==> config.mk <==
export PLATFORM = sky130hd
export DESIGN_NAME = ncpe_mem
export DESIGN_NICKNAME = d
export VERILOG_FILES = /design/src/rtl/core/ncpe_pkg.sv /design/src/rtl/core/ncpe_mem.sv
export SDC_FILE = /design/constraint.sdc
export NUM_CORES = 2
export LEC_CHECK = 0
export ABC_AREA = 0
export ABC_CLOCK_PERIOD_IN_PS = 7800
export CORE_MARGIN = 2
export CORE_UTILIZATION = 40
export DETAILED_ROUTE_END_ITERATION = 10
export DONT_BUFFER_PORTS = 1
export GPL_ROUTABILITY_DRIVEN = 0
export PLACE_DENSITY_LB_ADDON = 0.2
export SETUP_SLACK_MARGIN = 0.3
export SKIP_LAST_GASP = 1
export SLEW_MARGIN = 20
export SYNTH_ARGS = -nofsm -noshare
export SYNTH_HDL_FRONTEND = slang
export SYNTH_SLANG_ARGS = --single-unit
==> constraint.sdc <==
create_clock -name clk_i -period 7.8 [get_ports clk_i]
set_clock_uncertainty 0.2 [all_clocks]
set_input_delay 1.17 -clock clk_i [delete_from_list [all_inputs] [get_ports clk_i]]
set_output_delay 1.17 -clock clk_i [all_outputs]
set_load 0.005 [all_outputs]
==> src/rtl/core/ncpe_pkg.sv <==
package ncpe_pkg;

  // Default sizes
  localparam int unsigned MAX_POINTS_DEF = 16;
  localparam int unsigned MAX_ORDER_DEF  = 4;

  // Fixed-point formats
  localparam int unsigned FRAC_BITS = 30;
  localparam int unsigned BASIS_W   = 31;
  localparam int unsigned WEIGHT_W  = 24;
  localparam int unsigned COORD_W   = 32;
  localparam logic [BASIS_W-1:0] BASIS_ONE = 31'h4000_0000;

  // Register reset values
  localparam logic [2:0] ORDER_RST = 3'd4;
  localparam logic [4:0] COUNT_RST = 5'd4;

  typedef enum logic [1:0] {
    MODE_KNOT  = 2'd0,
    MODE_POINT = 2'd1,
    MODE_EVAL  = 2'd2
  } mode_e;

  typedef enum logic [1:0] {
    STATUS_OK        = 2'd0,
    STATUS_BAD_INDEX = 2'd1,
    STATUS_BAD_ORDER = 2'd2,
    STATUS_ZERO_WSUM = 2'd3
  } status_e;

  typedef enum logic {
    REG_ORDER = 1'b0,
    REG_COUNT = 1'b1
  } reg_idx_e;

  typedef enum logic [4:0] {
    E_IDLE, E_BND0, E_BND1, E_BND2, E_INIT_RD, E_INIT_WR,
    E_REC_RD, E_FRAC, E_DIV, E_MUL, E_REC_WR,
    E_WS_RD, E_WS_MUL, E_WS_ACC, E_WS_CHK,
    E_CO_RD, E_CO_DW, E_CO_M0, E_CO_M1, E_CO_SUM, E_CO_ACC,
    E_CO_DIV, E_CO_WAIT, E_DONE
  } eval_state_e;

  typedef struct packed {
    logic [COORD_W-1:0]  x;
    logic [COORD_W-1:0]  y;
    logic [WEIGHT_W-1:0] w;
  } point_t;

  typedef struct packed {
    logic [COORD_W-1:0] x;
    logic [COORD_W-1:0] y;
    status_e            status;
  } result_t;

endpackage

==> src/rtl/core/ncpe_mem.sv <==
module ncpe_mem import ncpe_pkg::*; #(
  parameter int unsigned MAX_POINTS = MAX_POINTS_DEF,
  parameter int unsigned MAX_ORDER  = MAX_ORDER_DEF
) (
  input  logic                                        clk_i,
  input  logic                                        knot_we_i,
  input  logic [$clog2(MAX_POINTS+MAX_ORDER)-1:0]     knot_waddr_i,
  input  logic [31:0]                                 knot_wdata_i,
  input  logic [$clog2(MAX_POINTS+MAX_ORDER)-1:0]     knot_raddr_i,
  output logic [31:0]                                 knot_rdata_o,
  input  logic                                        pt_we_i,
  input  logic [$clog2(MAX_POINTS)-1:0]               pt_waddr_i,
  input  point_t                                      pt_wdata_i,
  input  logic [$clog2(MAX_POINTS)-1:0]               pt_raddr_i,
  output point_t                                      pt_rdata_o,
  input  logic                                        bs_we_i,
  input  logic [$clog2(MAX_POINTS+MAX_ORDER)-1:0]     bs_waddr_i,
  input  logic [BASIS_W-1:0]                          bs_wdata_i,
  input  logic [$clog2(MAX_POINTS+MAX_ORDER)-1:0]     bs_raddr_i,
  output logic [BASIS_W-1:0]                          bs_rdata_o
);

  localparam int unsigned KD = MAX_POINTS + MAX_ORDER;

  logic [31:0]        knot_mem  [KD];
  point_t             pt_mem    [MAX_POINTS];
  logic [BASIS_W-1:0] basis_mem [KD];

  // Knot store, read-first
  always_ff @(posedge clk_i) begin
    if (knot_we_i) begin
      knot_mem[knot_waddr_i] <= knot_wdata_i;
    end
    knot_rdata_o <= knot_mem[knot_raddr_i];
  end

  // Control point store: x, y and weight in one word
  always_ff @(posedge clk_i) begin
    if (pt_we_i) begin
      pt_mem[pt_waddr_i] <= pt_wdata_i;
    end
    pt_rdata_o <= pt_mem[pt_raddr_i];
  end

  // Basis scratch store, rewritten in place level by level
  always_ff @(posedge clk_i) begin
    if (bs_we_i) begin
      basis_mem[bs_waddr_i] <= bs_wdata_i;
    end
    bs_rdata_o <= basis_mem[bs_raddr_i];
  end

endmodule

After elaboration in Yosys (flattened, before gate mapping) --
Memory sizes are Yosys's and may differ from the RTL's. A register that Yosys moved wholly into a read port is not among the register bits. Index checks and enable logic that the tools add are counted.
Storage, ports and cells: output and inout bits 151, memories kept 3, bits of input ports 183, word-level logic and storage cells 9, flip-flop bits (word level) 0, bits in writable memories 2668
Cells by class: muxes and demuxes 6
Memory list:
- pt_mem | words 16, bits a word 88, rd ports 1, clocked after Yosys merged registers in 1, write ports 1, line ncpe_mem.sv:26 | point_t pt_mem [MAX_POINTS];
- knot_mem | words 20, bits a word 32, rd ports 1, clocked after Yosys merged registers in 1, write ports 1, line ncpe_mem.sv:25 | logic [31:0] knot_mem [KD];
- basis_mem | words 20, bits a word 31, rd ports 1, clocked after Yosys merged registers in 1, write ports 1, line ncpe_mem.sv:27 | logic [BASIS_W-1:0] basis_mem [KD];
Operators by type and width (count):
- 2-to-1 mux 1 bit | 6

Longest topological paths before layout --
word-level depth 2, depth in mapped cells 8, depth with buffers taken out 4

Worst setup path after synthesis --
Ideal clock, no wire load.
kind in2reg, start point input port pt_waddr_i[3], end point memory pt_mem[0][0] (netlist bit) (enable), library setup time 0.644 ns, data arrival time 7.642 ns, path buffers 0, setup slack -0.686 ns, required time 6.956 ns, cell stages on the path 2, path through or3b_2 nor3_1
RTL lines:
- from (decl) | line ncpe_mem.sv:12 | input logic [$clog2(MAX_POINTS)-1:0] pt_waddr_i,
- to (decl) | line ncpe_mem.sv:26
No word-level cell before the write port.

Worst setup path in the final report --
start point input port pt_waddr_i[3], end point memory pt_mem[3][32] (netlist bit) (enable)
No word-level cell before the write port.

==> flow_metrics.env <==
export IMPL_clock_tree_htree_level_count=5
export IMPL_drt_vias_per_instance=5.51
export IMPL_chipWidth_um=514
export IMPL_placed_cells_incl_taps=8106
export IMPL_path_common_cell="buf_4"
export IMPL_synth_area_per_cell_um2=21.4
export IMPL_seq_area_frac_synth_pct=79.8
export IMPL_die_height_um=514
export IMPL_yosys_top_cells_count="2668 x edfxtp_1, 414 x mux4_2, 311 x mux2i_1, 212 x nand2_1"
export IMPL_yosysTopAreaCellShare_pct=76.9
export IMPL_leakagePower_nw=37.6
export IMPL_r2r_slack_ps=6090
export IMPL_drt_initial_drc_count=4240
export IMPL_synth_top_cell_by_area="edfxtp_1"
export IMPL_critical_path_top_delay_family="buffers and inverters"
export IMPL_synth_cells=4876
export IMPL_hold_viol=0
export IMPL_cp_cell_sequence="or3b_2, nor2_4, buf_4, buf_4"
export IMPL_synth_edf_count=2668
export IMPL_vdd_ir_drop_max_uv=187
export IMPL_placement_rows=187
export IMPL_yosys_register_bits=2819
export IMPL_cellPowerDensity_mw_per_mm2=273
export IMPL_synth_net_count=5059
export IMPL_die_area_mm2=0.265
export IMPL_postSynth_topFlopCell="edfxtp_1"
export IMPL_finalCriticalPeriod_ps=3060
export IMPL_setup_violations=0
export IMPL_hold_ws_ps=181
export IMPL_critical_path_slowest_cell="buf_4"
export IMPL_count_of_hold_fix_buffers_inserted_at_cts=0
export IMPL_run_status="completed"
export IMPL_overall_global_routing_resource_usage_pct=18.1
export IMPL_grt_start_max_net_pins=353
export IMPL_layout_area_overhead_vs_synth_pct=13.6
export IMPL_detail_route_drc_violations=0
export IMPL_unrepaired_setup_endpoints_after_global_routing="false"
export IMPL_top_routing_layer_used="met4"
export IMPL_hold_path_class="primary input to flop"
export IMPL_max_freq_mhz=327
export IMPL_number_of_standard_cells_in_the_final_layout_excluding_fillers=8666
export IMPL_dr_wl_met2_um=114000
export IMPL_critical_path_max_stage_delay_ps=760
export IMPL_clkTransAtPathRegs_ps=60
export IMPL_io_pins=334
export IMPL_antenna_violations_before_repair=4
export IMPL_max_transition_margin_pct=24.1
export IMPL_worst_pin_slew_ps=1140
export IMPL_global_route_wire_length_before_repair_um=350000
export IMPL_cts_buffers=309
export IMPL_share_of_post_route_cells_with_drive_strength_above_1_pct=22.2
export IMPL_worstSetupPathType="primary input to flop"
export IMPL_wl_per_cell_um=28.1
export IMPL_cp_arrival_ps=3310
export IMPL_report_power_total_mw=32.4
export IMPL_timing_critical_path_fanout_max=49
export IMPL_clkLatencyLatePin_ps=870
export IMPL_netlist_area_mm2=0.104
export IMPL_tritoncts_sinks=2819
export IMPL_netlist_top_cells_area="edfxtp_1 77%, mux4_2 9.0%, mux2i_1 3.0%"
export IMPL_design_core_area_mm2=0.259
export IMPL_ys_types=39
export IMPL_max_cap_violations=0
export IMPL_net_count_of_the_finished_layout=5198
export IMPL_number_of_vias_in_the_routed_layout=47800
export IMPL_worst_slack_ps=4740
export IMPL_antenna_violating_nets_post_route=0
export IMPL_wl_met3_um=17100
export IMPL_synth_most_common_cell="edfxtp_1"
export IMPL_synthArstFlopShare_pct=0
export IMPL_fin_crit_sh_pct=39.2
export IMPL_synth_warning_count=0
export IMPL_critPathLaunchType="primary input"
export IMPL_worst_endpoint_required_ps=8050
export IMPL_detail_route_wirelength_met1_um=108000
export IMPL_grt_pass1_vias=49400
export IMPL_cts_root_to_sink_buffers=4
export IMPL_cts_repair_resized=0
export IMPL_port_buffer_count=0
export IMPL_setup_total_negative_slack_ps=0
export IMPL_post_dp_hpwl_um=116000
export IMPL_worst_path_buf_inv=2
export IMPL_drt_wirelength_um=243000
export IMPL_drt_pre_antenna_iters=5
export IMPL_slew_violations=0
export IMPL_tritoncts="built"
export IMPL_placement_setup_worst_slack_ps=3810
export IMPL_global_route_overflow_total=0
export IMPL_crit_path_end_kind="flop"
export IMPL_post_cts_repair_setup_buffers=0
export IMPL_floorplan_initialDensity_pct=40.2
export IMPL_root_buffer="clkbuf_16"
export IMPL_final_fill_count=21600
[final timing paths]
kind	startpoint	end	depth (start not counted)
worst max-delay path	pt_waddr_i[3]	pt_mem[3][32]	4
worst min-delay path	pt_wdata_i[87]	pt_mem[4][87]	0
worst max register to register	basis_mem[9][30]	bs_rdata_o[30]	4
worst min register to register	basis_mem[10][5]	bs_rdata_o[5]	2
[stage by stage]
| stage | util, % | cell area (µm²) |
|---|---|---|
| 3_5_place_dp | 41.7 | 108000 |
| 3_3_place_gp | 41.7 | 108000 |
| 4_1_cts | 45.6 | 118000 |
| 5_1_grt | 45.6 | 118000 |
| 6_report | 45.6 | 118000 |
| 2_1_floorplan | - | 104000 |
[area by class of cell]
cell class / count / area [µm²] / area share, %
flip-flops and latches: 2819 / 83100 / 70.3
multi-input cells: 1793 / 20100 / 17.0
clock buffers: 427 / 8700 / 7.35
well taps: 3402 / 4260 / 3.60
clock inverters: 130 / 1410 / 1.19
repair buffers: 92 / 691 / 0.584
diodes: 3 / 7.51 / 0.00634
[cell usage in the layout, fill, tap and decap left out, types with 5 or more instances in the layout]
cell and n:
edfxtp_1 2668, mux4_2 414, clkbuf_16 314, mux2i_1 311
nand2_1 209, a22oi_1 177, o22ai_1 177, dfxtp_1 151
a211oi_1 126, mux2_2 119, buf_4 92, clkbuf_1 71
nor2b_1 68, nor2_4 54, o31ai_1 54, clkinv_2 50
clkbuf_8 42, clkinv_1 28, bufinv_16 22, nand3b_1 10
inv_6 9, nand3_1 7, o21ai_0 7, o41ai_1 6
or3b_2 6, clkinvlp_4 6, clkinv_4 5
[per-layer routing]
layer  GRT usage (%)  vias to the layer above
li1                -                    20600
met1            25.5                    25500
met2            28.5                     1256
met3            4.42                      337
met4            4.56                        0
met5               0                        -
[power by group]
part | switching [mW] | leakage, nW | total, mW | internal (mW)
Clock | 5.86 | 4.96 | 14.4 | 8.57
Sequential | 0.157 | 25.3 | 17.0 | 16.9
Combinational | 0.450 | 7.25 | 0.887 | 0.437
Total | 6.47 | 37.6 | 32.4 | 25.9
[cells by family (layout without fill, tap and decap cells)]
logic type,Yosys count,after routing,share of synthesized area [%]
other,0,3,0
buffers and inverters,264,649,1.35
AND/OR/NAND/NOR,391,391,1.74
flip-flops,2819,2819,79.8
multiplexers,848,848,13.3
AO/OA/AOI/OAI,554,554,3.77
[registers in the layout (all words and copies together) (netlist names)]
name,flops
basis_mem,620
bs_rdata_o,31
knot_mem,640
knot_rdata_o,32
pt_mem,1408
pt_rdata_o,88
No activity file was read; power rests on OpenSTA's default activity.
